`src/i2cseq_pkg.sv`:
```
package i2cseq_pkg;

	localparam int unsigned MAX_RESULTS = 4;
	localparam int unsigned CNT_W = $clog2(MAX_RESULTS + 1);

	// request codes
	localparam logic [1:0] REQ_START_TX = 2'd0;
	localparam logic [1:0] REQ_START_RX = 2'd1;
	localparam logic [1:0] REQ_EVENT    = 2'd2;

	// completion codes
	localparam logic [1:0] EV_NONE    = 2'd0;
	localparam logic [1:0] EV_TX_DONE = 2'd1;
	localparam logic [1:0] EV_RX_DONE = 2'd2;
	localparam logic [1:0] EV_STOPF   = 2'd3;

	typedef enum logic [1:0] {
		ST_READY = 2'd0,
		ST_TX    = 2'd1,
		ST_RX    = 2'd2
	} xfer_state_t;

	typedef struct packed {
		logic [1:0] req_type;
		logic [6:0] dev_address;
		logic [7:0] xfer_length;
		logic       repeated_start;
		logic       flag_sb;
		logic       flag_addr;
		logic       flag_btf;
		logic       flag_txe;
		logic       flag_rxne;
		logic       flag_stopf;
		logic       master_mode;
		logic [7:0] data_in;
	} in_item_t;

	typedef struct packed {
		logic [1:0] prev_status;
		logic       start_cmd;
		logic       stop_cmd;
		logic       dr_write_valid;
		logic [7:0] dr_write_value;
		logic       rx_valid;
		logic [7:0] rx_value;
		logic       ack_bit;
		logic [1:0] event_code;
		logic       last;
	} out_item_t;

	// sequencer context carried between requests
	typedef struct packed {
		xfer_state_t st;
		logic [6:0]  target_address;
		logic [7:0]  tx_remaining;
		logic [7:0]  rx_remaining;
		logic [7:0]  rx_total;
		logic        hold_bus;
		logic        event_irq_on;
		logic        buffer_irq_on;
		logic        ack_state;
	} ctx_t;

endpackage

```
`src/i2cseq_step.sv`:
```
module i2cseq_step (
	input  i2cseq_pkg::ctx_t                                cur,
	input  i2cseq_pkg::in_item_t                            req,
	input  logic                                            ack_enable,
	output i2cseq_pkg::ctx_t                                nxt,
	output i2cseq_pkg::out_item_t [i2cseq_pkg::MAX_RESULTS-1:0] res,
	output logic [i2cseq_pkg::CNT_W-1:0]                    res_cnt
);
	import i2cseq_pkg::*;

	logic       is_start;
	logic       is_event;
	logic       busy;
	logic       start_ok;
	logic       ev_on;
	logic       sb_hit;
	logic       addr_hit;
	logic       btf_hit;
	logic       stopf_hit;
	logic       tx_hit;
	logic       rx_hit;
	logic       rx_has;
	logic [7:0] rx_rem_new;
	logic       rx_done;
	logic       ack_a;
	logic       ack_r1;
	logic       ack_r;
	logic       ack_final;

	out_item_t                  base;
	out_item_t [MAX_RESULTS-1:0] cand;
	logic [MAX_RESULTS-1:0]     hit;
	logic [CNT_W-1:0]           idx;

	always_comb begin
		is_start  = (req.req_type == REQ_START_TX) || (req.req_type == REQ_START_RX);
		is_event  = (req.req_type == REQ_EVENT);
		busy      = (cur.st == ST_TX) || (cur.st == ST_RX);
		start_ok  = is_start && !busy;
		ev_on     = is_event && cur.event_irq_on;
		sb_hit    = ev_on && req.flag_sb && busy;
		addr_hit  = ev_on && req.flag_addr && req.master_mode && (cur.st == ST_RX)
			&& (cur.rx_total == 8'd1);
		btf_hit   = ev_on && req.flag_btf && (cur.st == ST_TX) && (cur.tx_remaining == 8'd0)
			&& req.flag_txe;
		stopf_hit = ev_on && req.flag_stopf;
		// btf needs zero remaining, so it never coincides with a data write
		tx_hit    = ev_on && cur.buffer_irq_on && req.flag_txe && req.master_mode
			&& (cur.st == ST_TX) && (cur.tx_remaining != 8'd0);
		rx_hit    = ev_on && cur.buffer_irq_on && req.flag_rxne && req.master_mode
			&& (cur.st == ST_RX);

		rx_has     = (cur.rx_total != 8'd0);
		rx_rem_new = rx_has ? (cur.rx_remaining - 8'd1) : cur.rx_remaining;
		rx_done    = (rx_rem_new == 8'd0);

		ack_a  = addr_hit ? 1'b0 : cur.ack_state;
		// nack the last byte when two remain
		ack_r1 = (rx_has && (cur.rx_total > 8'd1) && (cur.rx_remaining == 8'd2)) ? 1'b0 : ack_a;
		ack_r  = (rx_done && ack_enable) ? 1'b1 : ack_r1;
		ack_final = rx_hit ? ack_r : ack_a;
	end

	// next context
	always_comb begin
		nxt = cur;
		if (start_ok) begin
			nxt.target_address = req.dev_address;
			nxt.hold_bus       = req.repeated_start;
			if (req.req_type == REQ_START_TX) begin
				nxt.tx_remaining = req.xfer_length;
				nxt.st           = ST_TX;
			end else begin
				nxt.rx_remaining = req.xfer_length;
				nxt.rx_total     = req.xfer_length;
				nxt.st           = ST_RX;
			end
			nxt.event_irq_on  = 1'b1;
			nxt.buffer_irq_on = 1'b1;
		end else if (is_event) begin
			nxt.ack_state = ack_final;
			if (btf_hit) begin
				nxt.st            = ST_READY;
				nxt.event_irq_on  = 1'b0;
				nxt.buffer_irq_on = 1'b0;
				nxt.tx_remaining  = 8'd0;
			end
			if (tx_hit) begin
				nxt.tx_remaining = cur.tx_remaining - 8'd1;
			end
			if (rx_hit) begin
				nxt.rx_remaining = rx_rem_new;
				if (rx_done) begin
					nxt.st            = ST_READY;
					nxt.event_irq_on  = 1'b0;
					nxt.buffer_irq_on = 1'b0;
					nxt.rx_remaining  = 8'd0;
					nxt.rx_total      = 8'd0;
				end
			end
		end
	end

	// result list, packed in order sb, btf, stopf, data
	always_comb begin
		base             = '0;
		base.prev_status = cur.st;
		base.ack_bit     = cur.ack_state;

		cand[0]                = base;
		cand[0].dr_write_valid = 1'b1;
		cand[0].dr_write_value = {cur.target_address, cur.st == ST_RX};

		cand[1]            = base;
		cand[1].stop_cmd   = !cur.hold_bus;
		cand[1].event_code = EV_TX_DONE;
		cand[1].ack_bit    = ack_a;

		cand[2]            = base;
		cand[2].event_code = EV_STOPF;
		cand[2].ack_bit    = ack_a;

		cand[3] = base;
		if (tx_hit) begin
			cand[3].dr_write_valid = 1'b1;
			cand[3].dr_write_value = req.data_in;
			cand[3].ack_bit        = ack_a;
		end else begin
			cand[3].rx_valid   = rx_has;
			cand[3].rx_value   = rx_has ? req.data_in : 8'd0;
			cand[3].stop_cmd   = rx_done && !cur.hold_bus;
			cand[3].event_code = rx_done ? EV_RX_DONE : EV_NONE;
			cand[3].ack_bit    = ack_r;
		end

		hit = {tx_hit || rx_hit, stopf_hit, btf_hit, sb_hit};

		res = '0;
		idx = '0;
		for (int k = 0; k < MAX_RESULTS; k++) begin
			if (hit[k]) begin
				res[idx[$clog2(MAX_RESULTS)-1:0]] = cand[k];
				idx = idx + CNT_W'(1);
			end
		end
		if (idx == '0) begin
			// nothing to report: one result with start_cmd and any dropped ack
			res[0]           = base;
			res[0].start_cmd = start_ok;
			res[0].ack_bit   = ack_a;
			idx              = CNT_W'(1);
		end
		res_cnt = idx;
		res[res_cnt[$clog2(MAX_RESULTS)-1:0] - 1'b1].last = 1'b1;
	end

endmodule

```
`src/i2c_master_irq_transfer_sequencer.sv`:
```
// Interrupt-driven I2C master transfer sequencer. Each request (start transmit, start
// receive, or an interrupt event carrying SR1/SR2 flags and the data register) is
// evaluated in the accept cycle and turns into one to four results, held in a small
// result register file; the last result of a request has last set. A request is taken
// when no result is waiting, or when one is waiting and out_stall is low so it leaves
// in that cycle; single-result requests stream at one per cycle while out_stall stays low,
// and a request with n results stalls the input until its last one leaves. Writing ack_enable
// also loads the live ACK bit; write it only while no results are pending.
module i2c_master_irq_transfer_sequencer (
	input  logic                 clk,
	input  logic                 arst_n,
	input  logic                 in_valid,
	output logic                 in_stall,
	input  i2cseq_pkg::in_item_t in_data,
	output logic                 out_valid,
	input  logic                 out_stall,
	output i2cseq_pkg::out_item_t out_data,
	input  logic                 cfg_wr_en,
	input  logic                 cfg_wr_data
);
	import i2cseq_pkg::*;

	ctx_t                        ctx_q;
	ctx_t                        ctx_nxt;
	logic                        ack_en_q;
	out_item_t [MAX_RESULTS-1:0] res_q;
	out_item_t [MAX_RESULTS-1:0] res_new;
	logic [CNT_W-1:0]            cnt_q;
	logic [CNT_W-1:0]            res_cnt;
	logic                        accept;
	logic                        pop;

	i2cseq_step u_step (
		.cur        (ctx_q),
		.req        (in_data),
		.ack_enable (ack_en_q),
		.nxt        (ctx_nxt),
		.res        (res_new),
		.res_cnt    (res_cnt)
	);

	assign out_valid = (cnt_q != '0);
	assign out_data  = res_q[0];
	assign pop       = out_valid && !out_stall;
	assign in_stall  = !((cnt_q == '0) || ((cnt_q == CNT_W'(1)) && !out_stall));
	assign accept    = in_valid && !in_stall;

	always_ff @(posedge clk or negedge arst_n) begin
		if (!arst_n) begin
			ctx_q    <= '{st: ST_READY, ack_state: 1'b1, default: '0};
			ack_en_q <= 1'b1;
			cnt_q    <= '0;
		end else begin
			if (cfg_wr_en) begin
				ack_en_q        <= cfg_wr_data;
				ctx_q.ack_state <= cfg_wr_data;
			end else if (accept) begin
				ctx_q <= ctx_nxt;
			end
			if (accept) begin
				cnt_q <= res_cnt;
			end else if (pop) begin
				cnt_q <= cnt_q - CNT_W'(1);
			end
		end
	end

	// result register file, head at entry 0
	always_ff @(posedge clk) begin
		if (accept) begin
			res_q <= res_new;
		end else if (pop) begin
			for (int i = 0; i < MAX_RESULTS - 1; i++) begin
				res_q[i] <= res_q[i + 1];
			end
		end
	end

`ifndef ASSERT_OFF
	a_take_when_empty: assert property (@(posedge clk) disable iff (!arst_n)
		(cnt_q == '0) |-> !in_stall)
		else $error("request stalled with no results pending");

	a_cnt_bound: assert property (@(posedge clk) disable iff (!arst_n)
		cnt_q <= CNT_W'(MAX_RESULTS))
		else $error("result count exceeds capacity");

	a_not_last_more: assert property (@(posedge clk) disable iff (!arst_n)
		(out_valid && !out_data.last) |-> (cnt_q > CNT_W'(1)))
		else $error("non-final result with nothing behind it");

	a_ready_irq_off: assert property (@(posedge clk) disable iff (!arst_n)
		(ctx_q.st == ST_READY) |-> (!ctx_q.event_irq_on && !ctx_q.buffer_irq_on))
		else $error("interrupts enabled while ready");
`endif

endmodule
```
`config.mk`:
```
export PLATFORM = sky130hd
export DESIGN_NAME = i2c_master_irq_transfer_sequencer
export DESIGN_NICKNAME = d
export VERILOG_FILES = /design/src/i2cseq_pkg.sv /design/src/i2cseq_step.sv /design/src/i2c_master_irq_transfer_sequencer.sv
export SDC_FILE = /design/constraint.sdc
export NUM_CORES = 1
export LEC_CHECK = 0
export BUFFER_PORTS_ARGS = -buffer_cell sky130_fd_sc_hd__buf_2
export CORE_MARGIN = 2
export CORE_UTILIZATION = 35
export CTS_CLUSTER_SIZE = 10
export DETAILED_ROUTE_END_ITERATION = 8
export GPL_TIMING_DRIVEN = 1
export SYNTH_ARGS = -nofsm -noshare
export SYNTH_HDL_FRONTEND = slang
export SYNTH_HIERARCHICAL = 1
export SYNTH_SLANG_ARGS = --single-unit
export TNS_END_PERCENT = 100
```
`constraint.sdc`:
```
create_clock -name clk -period 11.4 [get_ports clk]
set_input_delay 2.28 -clock clk [delete_from_list [all_inputs] [get_ports clk]]
set_output_delay 2.28 -clock clk [all_outputs]
set_load 0.05 [all_outputs]
```
==> flow_summary.ini, run 1 <==
[routing]
drt_iter0_drc = 333
viasPerCell = 5.14
routedWlPerCell_um = 17.6
antenna_left = 0
first_pass_iters = 6
wl_met3_um = 1060
wl_met1_um = 9000
vias = 5554
highest_layer = met4
drc = 0
drt_wl_total_um = 19000
wl_met2_um = 8690

[power]
vdd_drop_max_v = 0.000106
p_total_mw = 2.35
cellPowerDensity_nw_per_um2 = 253
p_leak_nw = 3.79

[critical_path]
slowest_stage = or4_1
cp_cell_sequence = buf_2 > and3b_1 > nand4_1 > inv_1 > ha_1 > inv_1 > or3_1 > inv_1 > ha_1 > a31oi_1 > mux2i_1 > or4_1 > a21oi_1 > mux2_2
critical_path_class = primary input to flop
crit_start = in_data[31]
regToRegStartpoint = ctx_q[23]
critPathLaunchType = primary input
cp-end-kind = flop
cp_max_fo = 14
max_stage_delay_ns = 0.52
cp.arrival_ns = 5.74
r2r_setup_slack_ns = 6.80
crit_top_cell = inv_1
cp.required_ns = 11.69

[synthesis]
synth_area_um2 = 8290
synth_top_area_share_pct = 37.7
yosysSeqAreaShare_pct = 50.1
synth_seq_cells = 145
synth-async-reset-ratio_pct = 28.3
synthCells = 719
synth_cell_types = 72
yosysWarningCount = 6
synth_area_leaders = edfxtp_1, mux2_2, dfrtp_1, buf_4, and3_1
synth_edf_count = 104
synth_top_area_cell = edfxtp_1
avgSynthCellArea_um2 = 11.5
synth-main-ff-cell = edfxtp_1

[clock_tree]
cts_buffer_depth = 2
cts_tree = built
cts_made_buffers = 17
clkLatencyLatePin_ns = 0.42
post_cts_buffers = 0
hold_buffers = 0
post_cts_resized = 0
cts.sinks = 145
clk_pin_slew_ns = 0.06
cts.htree.levels = 4
cts_root_buf = clkbuf_16

[global_route]
grt_first_pass_wirelength_um = 30400
antenna_found_initial = 0
grt-ovfl-total = 0
grt_max_degree = 79
grt_pass1_vias = 5458
grt_use_total_pct = 15.9

[timing]
fin_hold_ws_ns = 0.509
period_minus_slack_ns = 5.45
relSlewSlack_pct = 23.1
worst_pin_slew_ns = 1.15
period_share_pct = 47.8
timing.clock.skew_ns = 0.00932
slew_violations = 0
final-hold-violation-count = 0
rsz0062_at_grt = false
setup-violations-final = 0
setup_tns_ns = 0
max_freq_mhz = 184

[die]
die_w_um = 158
die_h_um = 158
dieArea_um2 = 24900
core_area_um2 = 23300
start_util_pct = 35.5
ios = 67
core.rowCount = 56

[flow_run]
cap_violations = 0

[finish]
fin_nets = 806
seqCellArea_um2 = 4150
multi_input_area_um2 = 3690
drive_gt1_share_pct = 31.0
finalNonFillerCells = 1080
area_growth_pct = 12.1
final_cell_mix = mux2_2, edfxtp_1, buf_2, nand2_1, dfrtp_1
final_core_util_pct = 39.8
layout_commonest_cell = mux2_2
num-fill-cells = 2255
antenna_cells = 0

[placement]
dp_hpwl_um = 13100
placed_cells = 1049
port_buffers = 66
gp_congestion = 0.939

[hold_path]
min_from = ack_en_q
hp-class = flop to flop

[outcome]
status = finished, final reports clean
-- cells in the mapped netlist (4+ instances only) --
master	number
a21oi_1	20
nand2b_1	4
and3_1	37
a22o_1	6
ha_1	17
nor2_1	38
mux2_2	116
nand2_1	57
o211ai_1	7
nor3_1	9
nand3_1	14
edfxtp_1	104
or3_1	4
buf_4	35
a22oi_1	8
a21o_1	4
nand4_1	4
mux2i_1	7
buf_2	5
clkbuf_1	22
nor2b_1	4
and3b_1	4
a31oi_1	6
dfrtp_1	39
inv_1	22
o21ai_0	24
and2_1	33
-- metal layers --
layer	global-route usage (%)	up-vias
li1	-	2685
met1	22.2	2695
met2	24.6	156
met3	3.42	18
met4	4.76	0
met5	0	-
-- worst paths after layout --
path	cells after the start	end
worst max-delay path	14	out_data[22]
worst min-delay path	2	ack_en_q
worst max register to register	13	out_data[22]
worst min register to register	2	ack_en_q
max in group asynchronous	1	ctx_q[28]
min in group asynchronous	1	ctx_q[10]
-- critical path: cells and delay by family --
kind,cells,cell delay (ns)
buf+inv,4,0.73
fa+ha+maj,2,0.59
simple gates,4,1.47
mux,2,0.32
compound gates,2,0.35
-- cell families after synthesis --
group                    Yosys count  synth area share (%)
AND/OR/NAND/NOR                  232                  15.2
flip-flops                       145                  50.1
multiplexers                     124                  16.7
AO/OA/AOI/OAI                    110                  8.98
buffers and inverters             87                  5.87
adder cells (fa/ha/maj)           18                  2.81
XOR/XNOR                           2                 0.211
other                              1                0.0452
-- cell type report --
class,count,share of cell area [%]
multi-input combinational,489,39.7
clock inverter,14,1.64
tap,319,4.30
timing repair buffer,74,4.20
clock buffer,17,4.58
inverter,22,0.889
sequential,145,44.7
-- registers in the layout (all words and copies together), names as in the netlist --
register	cells
res_q	78
out_data	26
cnt_q	3
ctx_q	37
ack_en_q	1
-- metrics by stage --
step | cell area, um2 | setup WS (ns)
final | 9290 | 5.95
after global routing | 9290 | 5.68
after CTS | 9290 | 5.98
after detailed placement | 8710 | 5.60
after global placement | 8710 | 5.70
after floorplan | 8300 | 6.18
-- power breakdown --
| part | switching [mW] | internal (mW) |
|---|---|---|
| sequential | 0.111 | 0.808 |
| clock | 0.230 | 0.324 |
| combinational | 0.532 | 0.343 |
| total | 0.873 | 1.48 |
Power figures use the tool's default switching activity.
==> run 2: changes to the inputs <==
Clock period 11.4 ns to 4.6 ns, I/O delays scaled along.
==> run 2 against run 1 <==
Wire length up 2.3%; die area stayed put; count of clock-buffer cells in the layout grew 1; register-to-register slack lost 6.3 ns; flip-flop and latch count unchanged; cell count rose by 0.56%; critical path depth up 1.
==> flow_summary.ini, run 2 (same netlist as run 1, synthesis figures left out) <==
[finish]
regMostFlops = res_q
final_cell_mix = mux2_2, edfxtp_1, buf_2, nand2_1, dfrtp_1
layout_commonest_cell = mux2_2
fin_nets = 811
drive_gt1_share_pct = 31.3
largest_reg_flops = 78
finalNonFillerCells = 1086
antenna_cells = 0
area_growth_pct = 12.8

[routing]
routedWlPerCell_um = 17.9
drt_iter0_drc = 363
first_pass_iters = 5
viasPerCell = 5.25
antenna_left = 0
drc = 0
drt_wl_total_um = 19400
vias = 5698

[die]
die_w_um = 158
core_area_um2 = 23300
dieArea_um2 = 24900
ios = 67
start_util_pct = 35.5
die_h_um = 158
core.rowCount = 56

[power]
p_total_mw = 5.90
cellPowerDensity_nw_per_um2 = 631
vdd_drop_max_v = 0.000287
p_leak_nw = 3.82

[global_route]
grt_max_degree = 77
grt_pass1_vias = 5536
grt_use_total_pct = 16.3
grt-ovfl-total = 0
antenna_found_initial = 0
grt_first_pass_wirelength_um = 31500

[critical_path]
cp_cell_sequence = inv_1 > ha_1 > nor3b_1 > nand4_1 > inv_1 > ha_1 > inv_1 > or3_1 > inv_1 > ha_1 > a31oi_1 > mux2i_1 > or4_1 > a21oi_1 > mux2_2
cp_max_fo = 6
cp.required_ns = 4.89
critical_path_class = flop to flop
slowest_stage = nor3b_1
crit_top_cell = inv_1
max_stage_delay_ns = 0.55
cp.arrival_ns = 4.42
critPathLaunchType = flop
cp-end-kind = flop

[clock_tree]
cts.sinks = 145
hold_buffers = 0
clkLatencyLatePin_ns = 0.43
post_cts_buffers = 0
clk_pin_slew_ns = 0.07
post_cts_resized = 0
cts_root_buf = clkbuf_16
cts_made_buffers = 17
cts_tree = built
cts_buffer_depth = 2
cts.htree.levels = 4

[timing]
final-hold-violation-count = 0
period_share_pct = 89.8
max_freq_mhz = 242
worst_slack_ns = 0.468
setup-violations-final = 0
relSlewSlack_pct = 24.1
setup_tns_ns = 0
slew_violations = 0
rsz0062_at_grt = false
fin_hold_ws_ns = 0.497
timing.clock.skew_ns = 0.0101
worst_pin_slew_ns = 1.14
period_minus_slack_ns = 4.13

[placement]
placed_cells = 1054
dp_hpwl_um = 13000
gp_congestion = 0.879
port_buffers = 66
dpl_worst_slack_ns = 0.441

[hold_path]
hp-class = flop to flop

[flow_run]
cap_violations = 0

[outcome]
status = finished, final reports clean
run 2: path summary, 6_finish.rpt:
kind / from / endpoint / slack [ns] / depth (start not counted)
worst min-delay path: ack_en_q / ack_en_q / 0.50 / 2
max in group asynchronous: arst_n / ctx_q[1] / 3.33 / 1
worst min register to register: ack_en_q / ack_en_q / 0.50 / 2
min in group asynchronous: arst_n / ctx_q[10] / 0.66 / 1
worst max register to register: ctx_q[20] / out_data[22] / 0.47 / 15
worst max-delay path: ctx_q[20] / out_data[22] / 0.47 / 15
run 2: final cells by class:
type	count	area, um2
Fill cell	2264	14000
Sequential cell	145	4150
Multi-Input combinational cell	489	3680
Clock buffer	18	429
Timing Repair Buffer	79	428
Tap cell	319	399
Clock inverter	14	180
Inverter	22	82.6
run 2: through the flow:
stage | instance area [um2] | util [%]
after floorplan | 8300 | -
after global placement | 8740 | 37.5
after detailed placement | 8740 | 37.5
after CTS | 9350 | 40.1
after global routing | 9350 | 40.1
final | 9350 | 40.1
run 2: metal layers:
| metal | up-vias | track usage, % | routed length, um |
|---|---|---|---|
| li1 | 2702 | - | - |
| met1 | 2811 | 23.1 | 9170 |
| met2 | 161 | 25.2 | 8930 |
| met3 | 24 | 3.64 | 1050 |
| met4 | 0 | 4.07 | 257 |
| met5 | - | 0 | 0 |
run 2: power by group:
group / switching (mW) / total [mW] / internal, mW / leakage (nW)
registers: 0.272 / 2.27 / 2.00 / 1.54
clock network: 0.586 / 1.45 / 0.865 / 0.294
logic: 1.32 / 2.18 / 0.857 / 1.99
run 2: critical path, delay by kind of cell, from the launching register on:
kind | cells | cell delay [ns]
and+or+nand+nor | 4 | 1.74
adders and majority gates | 3 | 0.72
buffers and inverters | 4 | 0.55
DFF | 1 | 0.42
muxes | 2 | 0.29
AOI/OAI and AO/OA | 2 | 0.28
==> run 3: changes to the inputs <==
Settings changed: PLACE_DENSITY set to 0.5.
Clock period 4.6 ns to 3.95 ns, I/O delays scaled along.
==> run 3 against run 2 <==
Clock power is 9.7% higher; setup slack worse by 0.15 ns; largest cell class unchanged; power is 16% higher; largest power group unchanged; cell count is 2.2% higher; critical endpoint unchanged.
==> flow_summary.ini, run 3 (same netlist as run 1, synthesis figures left out) <==
[outcome]
status = finished, final reports clean

[global_route]
grt_pass1_vias = 5759
grt_first_pass_wirelength_um = 33400
grt_use_total_pct = 17.8
antenna_found_initial = 0
grt-ovfl-total = 0
grt_max_degree = 60

[power]
p_total_mw = 6.86
cellPowerDensity_nw_per_um2 = 723
vdd_drop_max_v = 0.000406
p_leak_nw = 3.92

[placement]
post_dp_cell_area_um2 = 8910
dpl_worst_slack_ns = 0.0619
dp_hpwl_um = 14600
gp_congestion = 0.863
port_buffers = 66

[die]
core.rowCount = 56
die_h_um = 158
die_w_um = 158
core_area_um2 = 23300
start_util_pct = 35.5
ios = 67
dieArea_um2 = 24900

[critical_path]
cp.required_ns = 4.25
crit_start = ctx_q[23]
cp-end-kind = flop
slowest_stage = or4_1
r2r_end = out_data[22]
cp.arrival_ns = 3.93
critical_path_class = flop to flop
critPathLaunchType = flop
critical_path_buf_inv_count = 2
crit_top_cell = ha_1
r2r_setup_slack_ns = 0.31
max_stage_delay_ns = 0.50
crit_cells = 12
cp_top_family = simple AND/OR/NAND/NOR gates
regToRegStartpoint = ctx_q[23]
cp_max_fo = 7
cp_cell_sequence = nor4_2 > nand4_1 > buf_4 > ha_1 > or3_1 > inv_1 > ha_1 > a31oi_1 > mux2i_1 > or4_1 > a21oi_1 > mux2_2
reg2regPathDepth = 12

[finish]
largest_reg_flops = 78
regMostFlops = res_q
area_growth_pct = 14.6
layout_commonest_cell = mux2_2
final_cell_mix = mux2_2, edfxtp_1, buf_2, nand2_1, dfrtp_1
fin_area_um2 = 9500
drive_gt1_share_pct = 33.9
antenna_cells = 0
fin_nets = 835

[hold_path]
min_delay_path_depth = 2
min_delay_worst_endpoint = ack_en_q
min_from = ack_en_q
hp-class = flop to flop

[clock_tree]
clk_pin_slew_ns = 0.07
cts_made_buffers = 17
hold_buffers = 0
clkLatencyLatePin_ns = 0.43
cts.sinks = 145
cts_root_buf = clkbuf_16
cts.htree.levels = 4
cts_buffer_depth = 2
cts_tree = built

[timing]
relSlewSlack_pct = 30.6
max_freq_mhz = 275
slew_violations = 0
period_share_pct = 92.1
timing.clock.skew_ns = 0.0111
rsz0062_at_grt = false
worst_slack_ns = 0.314
setup_tns_ns = 0
fin_hold_ws_ns = 0.486
worst_pin_slew_ns = 1.04
final-hold-violation-count = 0
period_minus_slack_ns = 3.64
setup-violations-final = 0

[routing]
drt_iter0_drc = 366
drc = 0
routedWlPerCell_um = 19.2
drt_wl_total_um = 21300
antenna_left = 0
vias = 5768
viasPerCell = 5.20
first_pass_iters = 5

[flow_run]
cap_violations = 0
run 3: how the worst max path moves through the flow:
stage / endpoint
after floorplan: out_data[13]
after global placement: out_data[15]
after detailed placement: out_data[22]
after CTS: out_data[22]
after global routing: out_data[22]
final: out_data[22]
run 3: repair_timing:
action | in CTS | in global routing
setup buffers | 0 | 2
endpoints found under the setup margin | 0 | 24
resized for setup | 0 | 2
run 3: layout make-up:
| type | instances | area, um2 |
|---|---|---|
| Fill cell | 2261 | 13800 |
| Inverter | 22 | 82.6 |
| Multi-Input combinational cell | 489 | 3690 |
| Timing Repair Buffer | 103 | 608 |
| Sequential cell | 145 | 4150 |
| Clock buffer | 19 | 443 |
| Tap cell | 319 | 399 |
| Clock inverter | 13 | 128 |
run 3: per-layer routing:
metal	GRT usage (%)	wire, um
met5	0	0
met4	4.46	198
met3	3.20	604
met2	27.9	10000
met1	25.5	10400
run 3: where the power goes:
part	internal, mW	total (mW)	switching (mW)
Clock	0.895	1.59	0.691
Combinational	1.05	2.64	1.59
Sequential	2.32	2.64	0.318
run 3: per-stage QoR:
stage          utilization (%)  std cells
2_1_floorplan                -        721
3_3_place_gp              38.2       1076
3_5_place_dp              38.2       1076
4_1_cts                   40.6       1108
5_1_grt                   40.7       1110
6_report                  40.7       1110
run 3: worst reg2reg max path, delay by kind of cell, from the launching register on:
family                   cells  cell delay (ns)
multiplexers                 2             0.31
buffers and inverters        2             0.32
adder cells (fa/ha/maj)      2             0.57
AND/OR/NAND/NOR              4             1.55
AO/OA/AOI/OAI                2             0.29
flip-flops                   1             0.46
